`config.mk`:
```
export PLATFORM = sky130hd
export DESIGN_NAME = selective_repeat_receiver_top
export DESIGN_NICKNAME = d
export VERILOG_FILES = /design/src/rtl/core/srr_pkg.sv /design/src/rtl/core/selective_repeat_receiver_top.sv /design/src/rtl/core/srr_mem.sv /design/src/rtl/core/srr_ctrl.sv
export VERILOG_INCLUDE_DIRS = /design/src /design/src/rtl/core
export SDC_FILE = /design/constraint.sdc
export NUM_CORES = 1
export LEC_CHECK = 0
export BUFFER_PORTS_ARGS = -buffer_cell sky130_fd_sc_hd__buf_4
export CORE_MARGIN = 2
export CORE_UTILIZATION = 35
export CTS_CLUSTER_DIAMETER = 80
export DETAILED_ROUTE_END_ITERATION = 12
export HOLD_SLACK_MARGIN = 0.05
export SLEW_MARGIN = 20
export SYNTH_ARGS = -nofsm -noshare
export SYNTH_HDL_FRONTEND = slang
export SYNTH_SLANG_ARGS = --single-unit
```
`constraint.sdc`:
```
create_clock -name clk -period 6.82 [get_ports clk]
set_clock_uncertainty 0.05 [all_clocks]
set_input_delay 2.046 -clock clk [delete_from_list [all_inputs] [get_ports clk]]
set_output_delay 2.046 -clock clk [all_outputs]
set_load 0.005 [all_outputs]
```
`src/rtl/core/selective_repeat_receiver_top_macros.svh`:
```
// ----------------------------------------------------------------------------
// Assertion macros shared by the selective-repeat receiver RTL
// Both macros expect clk and arst_n in the scope of their use.
// ----------------------------------------------------------------------------
`ifndef SELECTIVE_REPEAT_RECEIVER_TOP_MACROS_SVH
`define SELECTIVE_REPEAT_RECEIVER_TOP_MACROS_SVH

// Same-cycle implication, checked outside reset
`define SRR_ASSERT_NOW(lbl, ante, cons, msg) \
	lbl: assert property (@(posedge clk) disable iff (!arst_n) (ante) |-> (cons)) \
		else $error(msg);

// Next-cycle implication, checked outside reset
`define SRR_ASSERT_NEXT(lbl, ante, cons, msg) \
	lbl: assert property (@(posedge clk) disable iff (!arst_n) (ante) |=> (cons)) \
		else $error(msg);

`endif

```
`src/rtl/core/srr_pkg.sv`:
```
// ----------------------------------------------------------------------------
// srr_pkg
// Types and fixed constants of the selective-repeat receiver.
// ----------------------------------------------------------------------------
`default_nettype none

package srr_pkg;

	// Sequence numbers and slot indexes are 3 bits; the slot array has 8 entries
	localparam int SEQ_BITS = 3;
	localparam int SLOTS    = 8;
	localparam int WORD_BITS = 32;

	// Result kinds
	localparam logic KIND_ACK     = 1'b0;
	localparam logic KIND_DELIVER = 1'b1;

	typedef struct packed {
		logic                 checksum_ok;
		logic [SEQ_BITS-1:0]  sequence_number;
		logic [WORD_BITS-1:0] payload_word;
	} srr_in_t;

	typedef struct packed {
		logic                 result_kind;
		logic [SEQ_BITS-1:0]  ack_number;
		logic [WORD_BITS-1:0] delivered_payload;
		logic                 last_of_run;
	} srr_out_t;

	// Payload memory access request
	typedef struct packed {
		logic                wr_en;
		logic [SEQ_BITS-1:0] wr_addr;
		logic                rd_en;
		logic [SEQ_BITS-1:0] rd_addr;
	} srr_mem_req_t;

endpackage

`default_nettype wire

```
`src/rtl/core/selective_repeat_receiver_top.sv`:
```
// ----------------------------------------------------------------------------
// selective_repeat_receiver_top
// Selective-repeat ARQ receiver: acknowledges and reorders packets.
// ----------------------------------------------------------------------------
// Usage:
//   in channel  (in_valid/in_ready/in_data): one packet per transfer, with
//   checksum flag, sequence number and payload word.
//   out channel (out_valid/out_ready/out_data): results of a packet, the
//   acknowledgement first, then in-order deliveries; last_of_run marks the
//   final result of that packet. Corrupt or out-of-range packets give none.
//   The acknowledgement is registered and appears in the cycle after the input transfer.
//   Each buffered word that a base packet releases needs a read of the slot
//   memory (registered read data) and then an emit; a packet that gives no
//   delivery needs neither.
//   in_ready is low while a delivery run is in progress.
//   A stalled out channel holds the result register and stops the walk;
//   new packets are taken only when the output register can be refilled.
//   Reset clears the window base, all received marks and the output valid;
//   the slot memory needs no clearing, entries are read only once marked.
// ----------------------------------------------------------------------------
`default_nettype none

module selective_repeat_receiver_top #(
	parameter int WINDOW       = 4,
	parameter int SEQ_SPACE    = 8,
	parameter int PAYLOAD_BITS = 32
) (
	input  wire                clk,
	input  wire                arst_n,
	input  wire                in_valid,
	output logic               in_ready,
	input  srr_pkg::srr_in_t   in_data,
	output logic               out_valid,
	input  wire                out_ready,
	output srr_pkg::srr_out_t  out_data
);

	srr_pkg::srr_mem_req_t   mem_req;
	logic [PAYLOAD_BITS-1:0] mem_wdata;
	logic [PAYLOAD_BITS-1:0] mem_rdata;

	// Control and sequencing
	srr_ctrl #(
		.WINDOW       (WINDOW),
		.SEQ_SPACE    (SEQ_SPACE),
		.PAYLOAD_BITS (PAYLOAD_BITS)
	) u_ctrl (
		.clk       (clk),
		.arst_n    (arst_n),
		.in_valid  (in_valid),
		.in_ready  (in_ready),
		.in_data   (in_data),
		.out_valid (out_valid),
		.out_ready (out_ready),
		.out_data  (out_data),
		.mem_req   (mem_req),
		.mem_wdata (mem_wdata),
		.mem_rdata (mem_rdata)
	);

	// Slot payload memory
	srr_mem #(
		.PAYLOAD_BITS (PAYLOAD_BITS)
	) u_mem (
		.clk   (clk),
		.req   (mem_req),
		.wdata (mem_wdata),
		.rdata (mem_rdata)
	);

endmodule

`default_nettype wire

```
`src/rtl/core/srr_mem.sv`:
```
// ----------------------------------------------------------------------------
// srr_mem
// Slot payload store: one write port, one read port, registered read data.
// ----------------------------------------------------------------------------
`default_nettype none

module srr_mem #(
	parameter int PAYLOAD_BITS = 32
) (
	input  wire                       clk,
	input  srr_pkg::srr_mem_req_t     req,
	input  wire  [PAYLOAD_BITS-1:0]   wdata,
	output logic [PAYLOAD_BITS-1:0]   rdata
);

	logic [PAYLOAD_BITS-1:0] mem_q [srr_pkg::SLOTS];

	// Write port
	always_ff @(posedge clk) begin
		if (req.wr_en) begin
			mem_q[req.wr_addr] <= wdata;
		end
	end

	// Read port, registered read data
	always_ff @(posedge clk) begin
		if (req.rd_en) begin
			rdata <= mem_q[req.rd_addr];
		end
	end

endmodule

`default_nettype wire

```
`src/rtl/core/srr_ctrl.sv`:
```
// ----------------------------------------------------------------------------
// srr_ctrl
// Window tracking, received marks, delivery walk and output register.
// ----------------------------------------------------------------------------
`default_nettype none

`include "selective_repeat_receiver_top_macros.svh"

module srr_ctrl #(
	parameter int WINDOW       = 4,
	parameter int SEQ_SPACE    = 8,
	parameter int PAYLOAD_BITS = 32
) (
	input  wire                        clk,
	input  wire                        arst_n,
	input  wire                        in_valid,
	output logic                       in_ready,
	input  srr_pkg::srr_in_t           in_data,
	output logic                       out_valid,
	input  wire                        out_ready,
	output srr_pkg::srr_out_t          out_data,
	output srr_pkg::srr_mem_req_t      mem_req,
	output logic [PAYLOAD_BITS-1:0]    mem_wdata,
	input  wire  [PAYLOAD_BITS-1:0]    mem_rdata
);

	localparam int SB      = srr_pkg::SEQ_BITS;
	localparam int CNT_W   = $clog2(WINDOW + 1);
	localparam int PREV_LO = (SEQ_SPACE > WINDOW) ? (SEQ_SPACE - WINDOW) : SEQ_SPACE;
	localparam logic [SB:0]      SS_W   = (SB + 1)'(SEQ_SPACE);
	localparam logic [SB:0]      WIN_W  = (SB + 1)'(WINDOW);
	localparam logic [SB:0]      PREV_W = (SB + 1)'(PREV_LO);
	localparam logic [CNT_W-1:0] WIN_C  = CNT_W'(WINDOW);

	localparam logic [1:0] ST_IDLE = 2'd0;
	localparam logic [1:0] ST_READ = 2'd1;
	localparam logic [1:0] ST_EMIT = 2'd2;

	logic [1:0]               state_q;
	logic [SB-1:0]            base_q;
	logic [SB-1:0]            pos_q;
	logic [CNT_W-1:0]         count_q;
	logic [srr_pkg::SLOTS-1:0] recv_q;
	logic                     out_valid_q;
	srr_pkg::srr_out_t        out_q;

	logic                     out_free;
	logic                     accept;
	logic [SB-1:0]            seq;
	logic                     seq_ok;
	logic [SB:0]              dsum;
	logic [SB:0]              seq_dist;
	logic                     in_win;
	logic                     in_prev;
	logic                     is_base;
	logic [SB:0]              pos_inc;
	logic [SB-1:0]            pos_nxt;
	logic [CNT_W-1:0]         count_nxt;
	logic                     more;
	logic                     out_load;

	assign out_free  = !out_valid_q || out_ready;
	assign in_ready  = (state_q == ST_IDLE) && out_free;
	assign accept    = in_valid && in_ready;
	assign out_valid = out_valid_q;
	assign out_data  = out_q;

	// Window classification of the incoming packet
	always_comb begin
		seq      = in_data.sequence_number;
		seq_ok   = in_data.checksum_ok && ({1'b0, seq} < SS_W);
		dsum     = {1'b0, seq} + SS_W - {1'b0, base_q};
		seq_dist = (dsum >= SS_W) ? (dsum - SS_W) : dsum;
		in_win   = seq_dist < WIN_W;
		in_prev  = seq_dist >= PREV_W;
		is_base  = (seq == base_q);
	end

	// Walk bookkeeping
	always_comb begin
		pos_inc   = {1'b0, pos_q} + 1'b1;
		pos_nxt   = (pos_inc == SS_W) ? '0 : pos_inc[SB-1:0];
		count_nxt = count_q + 1'b1;
		more      = recv_q[pos_nxt] && (count_nxt < WIN_C);
	end

	// Output register is refilled by an acknowledgement or a delivery
	assign out_load = (accept && seq_ok && (in_win || in_prev)) ||
		((state_q == ST_EMIT) && out_free);

	// Payload memory requests
	always_comb begin
		mem_req.wr_en   = accept && seq_ok && in_win && !recv_q[seq];
		mem_req.wr_addr = seq;
		mem_req.rd_en   = (state_q == ST_READ);
		mem_req.rd_addr = pos_q;
		mem_wdata       = PAYLOAD_BITS'(in_data.payload_word);
	end

	// Sequencer, marks and output register
	always_ff @(posedge clk or negedge arst_n) begin
		if (!arst_n) begin
			state_q     <= ST_IDLE;
			base_q      <= '0;
			pos_q       <= '0;
			count_q     <= '0;
			recv_q      <= '0;
			out_valid_q <= 1'b0;
		end else begin
			if (out_load) begin
				out_valid_q <= 1'b1;
			end else if (out_ready) begin
				out_valid_q <= 1'b0;
			end
			case (state_q)
				ST_IDLE: begin
					if (accept && seq_ok && in_win) begin
						if (!recv_q[seq]) begin
							recv_q[seq] <= 1'b1;
						end
						if (is_base) begin
							state_q <= ST_READ;
							pos_q   <= base_q;
							count_q <= '0;
						end
					end
				end
				ST_READ: begin
					state_q <= ST_EMIT;
				end
				ST_EMIT: begin
					if (out_free) begin
						recv_q[pos_q]  <= 1'b0;
						pos_q          <= pos_nxt;
						count_q        <= count_nxt;
						if (more) begin
							state_q <= ST_READ;
						end else begin
							state_q <= ST_IDLE;
							base_q  <= pos_nxt;
						end
					end
				end
				default: begin
					state_q <= ST_IDLE;
				end
			endcase
		end
	end

	// Output payload register
	always_ff @(posedge clk) begin
		if (accept && seq_ok && (in_win || in_prev)) begin
			out_q.result_kind       <= srr_pkg::KIND_ACK;
			out_q.ack_number        <= seq;
			out_q.delivered_payload <= '0;
			out_q.last_of_run       <= !(in_win && is_base);
		end else if ((state_q == ST_EMIT) && out_free) begin
			out_q.result_kind       <= srr_pkg::KIND_DELIVER;
			out_q.ack_number        <= '0;
			out_q.delivered_payload <= srr_pkg::WORD_BITS'(mem_rdata);
			out_q.last_of_run       <= !more;
		end
	end

	// Checks
	`SRR_ASSERT_NOW(a_base_range, 1'b1, {1'b0, base_q} < SS_W, "window base outside sequence space")
	`SRR_ASSERT_NOW(a_emit_marked, state_q == ST_EMIT, recv_q[pos_q], "delivering an unmarked slot")
	`SRR_ASSERT_NOW(a_walk_bound, state_q != ST_IDLE, count_q < WIN_C, "walk ran past the window")
	`SRR_ASSERT_NEXT(a_walk_start, accept && seq_ok && in_win && is_base,
		(state_q == ST_READ) && recv_q[pos_q], "base packet did not start a walk")

endmodule

`default_nettype wire
```
Yosys cells after proc, flatten, opt, wreduce, memory -nomap -nowiden --
Memories as Yosys holds them, arrays and structs flattened. A register that Yosys moved wholly into a read port is not among the register bits. Cells that the tools add are included.
Word-level totals: register bits 57, latch bits 0, memory bits (writable) 256, ROM bits 0, input port bits 40, output and inout port bits 39, memories kept 1
Memories:
- u_mem.mem_q | words 8, bits a word 32, rd ports 1, clocked after memory_dff 1, wr ports 1, line srr_mem.sv:16 | logic [PAYLOAD_BITS-1:0] mem_q [srr_pkg::SLOTS];
Cells by class: add/sub/neg operators 5, multipliers 0, div/mod/pow operators 0, order comparisons 9, equality and inequality tests 8, shift-type cells 0, muxes and demuxes 33, bitwise logic cells 4, reduce and logical (&&, ||, !) cells 26
Operators with widths (count):
- 36-bit 2-to-1 mux | 2
- 8-bit 2-to-1 mux | 3
- 3-bit 2-to-1 mux | 7
- 8-bit one-hot mux with 2 select lines | 1
- 3-bit by 4-bit less-than comparator with 1-bit output (second input constant) | 3
- 3-bit one-hot mux with 2 select lines | 2
- 1-bit logical AND | 11
- 1-bit 2-to-1 mux | 9
- 8-bit AND | 1
- 8-bit inverter | 1
- 8-bit bitwise OR | 1
- 4-bit AND reduction | 2
- 1-bit binary-select mux with 3-bit select | 2
- 1-bit demux with 3-bit select | 2
- 3-bit by 1-bit greater-or-equal comparator with 1-bit output (second input constant) | 2
- 2-bit 2-to-1 mux | 3
- 2-bit one-hot mux with 3 select lines | 1
- 3-bit AND reduction | 2
- 2-bit nonzero test | 3
- 3-bit by 1-bit adder with 4-bit output (second input constant) | 1
- 3-bit by 4-bit adder with 4-bit output (second input constant) | 1
- 4-bit equality test (second input constant) | 1
- 4-bit by 3-bit greater-or-equal comparator with 1-bit output (second input constant) | 1
- 4-bit greater-or-equal comparator (second input constant) | 1
- 15 further kinds | 22

Depth between registers and ports, before layout --
word-level depth 9, gate-level depth with buffers 8

Hierarchy --
From an unflattened synthesis, not the netlist that was laid out.
Second synthesis, totals: cell total of the unflattened synthesis 724, area, all modules 13535.5 µm²
Modules (own cells, without submodules):
- srr_mem | times used 1, cells each 415, area an instance 10786.6 µm², sequential area each 8648.3 µm²
- srr_ctrl | times used 1, cells each 309, area an instance 2748.9 µm², sequential area each 1281.2 µm²

Least setup slack after synthesis --
No wires, ideal clock.
path kind in2reg, from input port in_data[32] (netlist name), to memory u_mem.mem_q[0][0], enable pin, arrival time 6.184 ns, setup slack 0.081 ns, stages 5, buffers on the path 1, path through buf_6 -> mux2_4 -> a2111oi_4 -> o211ai_4 -> nor4_1
Between the ends: longest elaborated chain between the ends 9, elaborated cells on any way between the ends 13
Ends and longest elaborated chain:
- start: declaration | line selective_repeat_receiver_top.sv:32 | input srr_pkg::srr_in_t in_data,
- 3-bit by 4-bit adder with 4-bit output | line srr_ctrl.sv:72 | dsum = {1'b0, seq} + SS_W - {1'b0, base_q};
- 4-bit by 3-bit subtractor with 4-bit output | line srr_ctrl.sv:72
- 4-bit subtractor or 4-bit greater-or-equal comparator (tied branches) | line srr_ctrl.sv:73 | seq_dist = (dsum >= SS_W) ? (dsum - SS_W) : dsum;
- 4-bit 2-to-1 mux | line srr_ctrl.sv:73
- 4-bit by 3-bit less-than comparator with 1-bit output | line srr_ctrl.sv:74 | in_win = seq_dist < WIN_W;
- 1-bit logical AND (2 in series) | line srr_ctrl.sv:93 | mem_req.wr_en = accept && seq_ok && in_win && !recv_q[seq];
- 1-bit 2-to-1 mux | line srr_mem.sv:20 | if (req.wr_en) begin
- 1-bit 2-to-1 mux (not written as such) | line srr_mem.sv:21 | mem_q[req.wr_addr] <= wdata;
- end: declaration | line srr_mem.sv:16
Several ways; a longest one is shown, not always the timed one. The select of a mux whose other input is x is not followed.

Worst setup path in the final report --
from input port out_ready, to output port in_ready
Between the ends: longest elaborated chain between the ends 2
Ends and longest elaborated chain:
- start: declaration | line selective_repeat_receiver_top.sv:34 | input wire out_ready,
- 1-bit logical OR | line srr_ctrl.sv:62 | assign out_free = !out_valid_q || out_ready;
- 1-bit logical AND | line srr_ctrl.sv:63 | assign in_ready = (state_q == ST_IDLE) && out_free;
- end: declaration | line selective_repeat_receiver_top.sv:31 | output logic in_ready,
No other way between the ends.

==> impl_metrics.toml <==
[worst_setup_path]
required_ps = 4720
reg2reg_depth = 6
path_common_cell = "buf_4"
critPathArrivalTime_ps = 3040
r2r-start = "u_ctrl.state_q[1]$_DFFE_PN0P_"
cp-startpoint = "out_ready"
crit_family = "simple AND/OR/NAND/NOR gates"
worstSetupPathType = "in2out"
reg2reg_slack_ps = 3600
endpoint_kind = "output port"
cpMaxStageDelayCell = "nor2b_1"
worst_setup_path_start_kind = "input port"
crit_fanout = 7
crit_chain = "buf_4, nor2b_1, nor2_1, buf_4"
critical-path-max-stage-delay_ps = 580
critPathBufInv = 2
reg2reg_to = "u_mem.mem_q[3][5]$_DFFE_PP_"

[outcome]
status = "completed"

[power]
power.density_nw_per_um2 = 395
peakVddDrop_mv = 0.186
p_sw_share_pct = 29.3
pwr-share-comb_pct = 23.8
p_switching_w = 0.00178
leakagePower_nw = 5.17
clock_power_share_pct = 31.3
share_seq_of_total_power_pct = 44.9
internal_power_w = 0.00430

[cells_and_area]
syn2layout_area_growth_pct = 18.2
final_core_utilization_pct = 42.0
layout-drive-gt1-share_pct = 21.5
finalNetCount = 953

[clocking]
cts_tree = "yes"
clock-sinks = 345
htreeDepth = 2
clk_latency_ps = 520
clk_path_buf_depth = 3
cts_resized = 0
post_cts_buffers = 0
clockRootBuffer = "clkbuf_16"
cts-hold-fix-buffers = 0
cts.clk_slew.worst_paths_ps = 60
cts_buffers = 37

[place]
place_congestion = 0.806
post-dp-hpwl_um = 17700
preCtsSetupSlack_ps = 1660
port_buffers = 78

[synth]
ys_warn_count = 0
synth_async_sr_flop_share_pct = 5.80
synth_nets = 865
netlist_top_cells_count = "292 x edfxtp_1, 89 x nand2_1, 67 x a21oi_1"
ys_ff_latch = 345
yosys.cell_types.count = 54
synth_edf_count = 292
synth_most_common_cell = "edfxtp_1"
seq_area_frac_synth_pct = 76.2
synth_top_area_share_pct = 67.3
synthFlopType = "edfxtp_1"
synth.avg_cell_area_um2 = 15.9
yosysTopAreaCell = "edfxtp_1"
netlist_area_um2 = 13000
netlist_top_cells_area = "edfxtp_1 67%, dfxtp_1 5.1%, dfrtp_1 3.8%, a21oi_1 2.6%, nand2_1 2.6%"
syn_inst = 821

[drt]
ant_nets = 0
drtIter0Drc = 588
first_pass_iters = 6
via_per_inst = 5.24
wl_per_cell_um = 21.7
vias = 7362
drc_errors = 0
finalWirelength_um = 30500

[global_route]
grt_pass1_wl_um = 46000
groute.usage.overall_pct = 15.8
grt_pass1_vias = 7297
grt_max_degree = 53
globalRoute.totalOverflow = 0
antenna_found_initial = 3

[timing]
maxSlewViolCount = 0
grt_setup_unrepaired = "no"
layout_setup_ws_ps = 1680
period_share_pct = 75.4
min_period_ps = 5140
relSlewSlack_pct = 22.9
hold_viol_final = 0
fmax_mhz = 195
setup_viol = 0
worst_pin_slew_ps = 1150
tns_ps = 0

[die]
initial_core_util_pct = 35.6
pin_count = 79
placeableCoreArea_um2 = 36600
die_h_um = 197
fp.dieW_um = 197
row_count = 70
dieArea_um2 = 38800

[min_path]
holdPathStages = 2
min-delay-start = "u_ctrl.out_data[12]$_SDFFE_PN0P_"
min_path_type = "reg2reg"
worstHoldEndpoint = "u_ctrl.out_data[12]$_SDFFE_PN0P_"

[flow_run]
maxCapViolations = 0
==> cell usage in the layout, fill, tap and decap left out, types with 9 or more instances in the layout <==
master     count
a22oi_1       33
mux2i_1       23
clkbuf_1      18
clkbuf_16     39
edfxtp_1     292
a221oi_1      18
o21ai_0       19
dfrtp_1       17
mux2_2        25
buf_4         97
mux4_2         9
dfxtp_1       33
nand2_1       89
nor2_1        35
a21oi_1       67
a221o_1       13
==> worst max-delay path by stage <==
| stage | endpoint | slack [ps] | cells past startpoint |
|---|---|---|---|
| floorplan | u_mem.mem_q[0][0]$_DFFE_PP_ | 80 | 5 |
| CTS | in_ready | 1660 | 4 |
| global placement | in_ready | 1680 | 4 |
| global route | in_ready | 1560 | 4 |
| finish | in_ready | 1680 | 4 |
| detailed placement | in_ready | 1660 | 4 |
==> layout make-up <==
class                      count  area [µm²]
fill                        3284       21200
antenna                        1        2.50
multi-input combinational    422        2960
timing repair buffer          97         728
clock inverter                 8        95.1
sequential                   345        9940
clock buffer                  58        1060
inverter                       6        22.5
tap                          468         586
==> flip-flops by register name, indices dropped and copies added (netlist names) <==
register,cells
u_ctrl.state_q,2
u_mem.mem_q,256
u_mem.rdata,32
u_ctrl.count_q,3
u_ctrl.base_q,3
u_ctrl.recv_q,8
u_ctrl.out_valid,1
u_ctrl.pos_q,3
u_ctrl.out_data,37
==> per-layer routing <==
metal | wire length (µm) | part of all wire [%] | up-vias | GRT usage, %
li1 | - | - | 3377 | -
met1 | 13600 | 45 | 3692 | 21.9
met2 | 14400 | 47 | 241 | 25.3
met3 | 1830 | 6.0 | 48 | 3.47
met4 | 625 | 2.0 | 4 | 4.40
met5 | 29 | 0.095 | - | 0
==> worst reg2reg max path, stage by stage, from the launching register on <==
cell,delay [ps]
dfrtp_1,430
or2_2,380
a2111oi_4,390
o211ai_4,190
a311o_4,490
nor2_4,520
buf_4,420
==> power groups by stage <==
stage | clock network (W) | logic (W) | registers (W)
finish | 0.00190 | 0.00145 | 0.00273
global route | 0.00202 | 0.00159 | 0.00276
CTS | 0.00195 | 0.00146 | 0.00273
detailed placement | 0 | 0.00145 | 0.00278
global placement | 0 | 0.00144 | 0.00277
floorplan | 0 | 0.000970 | 0.00269
==> stage by stage <==
| stage | area [µm²] | cells | total power, W | hold slack (ps) |
|---|---|---|---|---|
| after floorplan | 13000 | 821 | 0.00366 | 403 |
| after global placement | 14200 | 1338 | 0.00421 | 395 |
| after detailed placement | 14200 | 1338 | 0.00423 | 397 |
| after CTS | 15400 | 1404 | 0.00615 | 405 |
| after global routing | 15400 | 1404 | 0.00637 | 418 |
| final | 15400 | 1405 | 0.00608 | 402 |
==> cell families after synthesis <==
family	share of synthesized area, %
xor gates and xnor gates	0.202
DFF	76.2
adders and majority gates	0.384
AOI/OAI and AO/OA	10.3
buffers and inverters	1.70
and+or+nand+nor	5.57
muxes	5.60
Note: power is estimated with default switching activity, not from simulation.
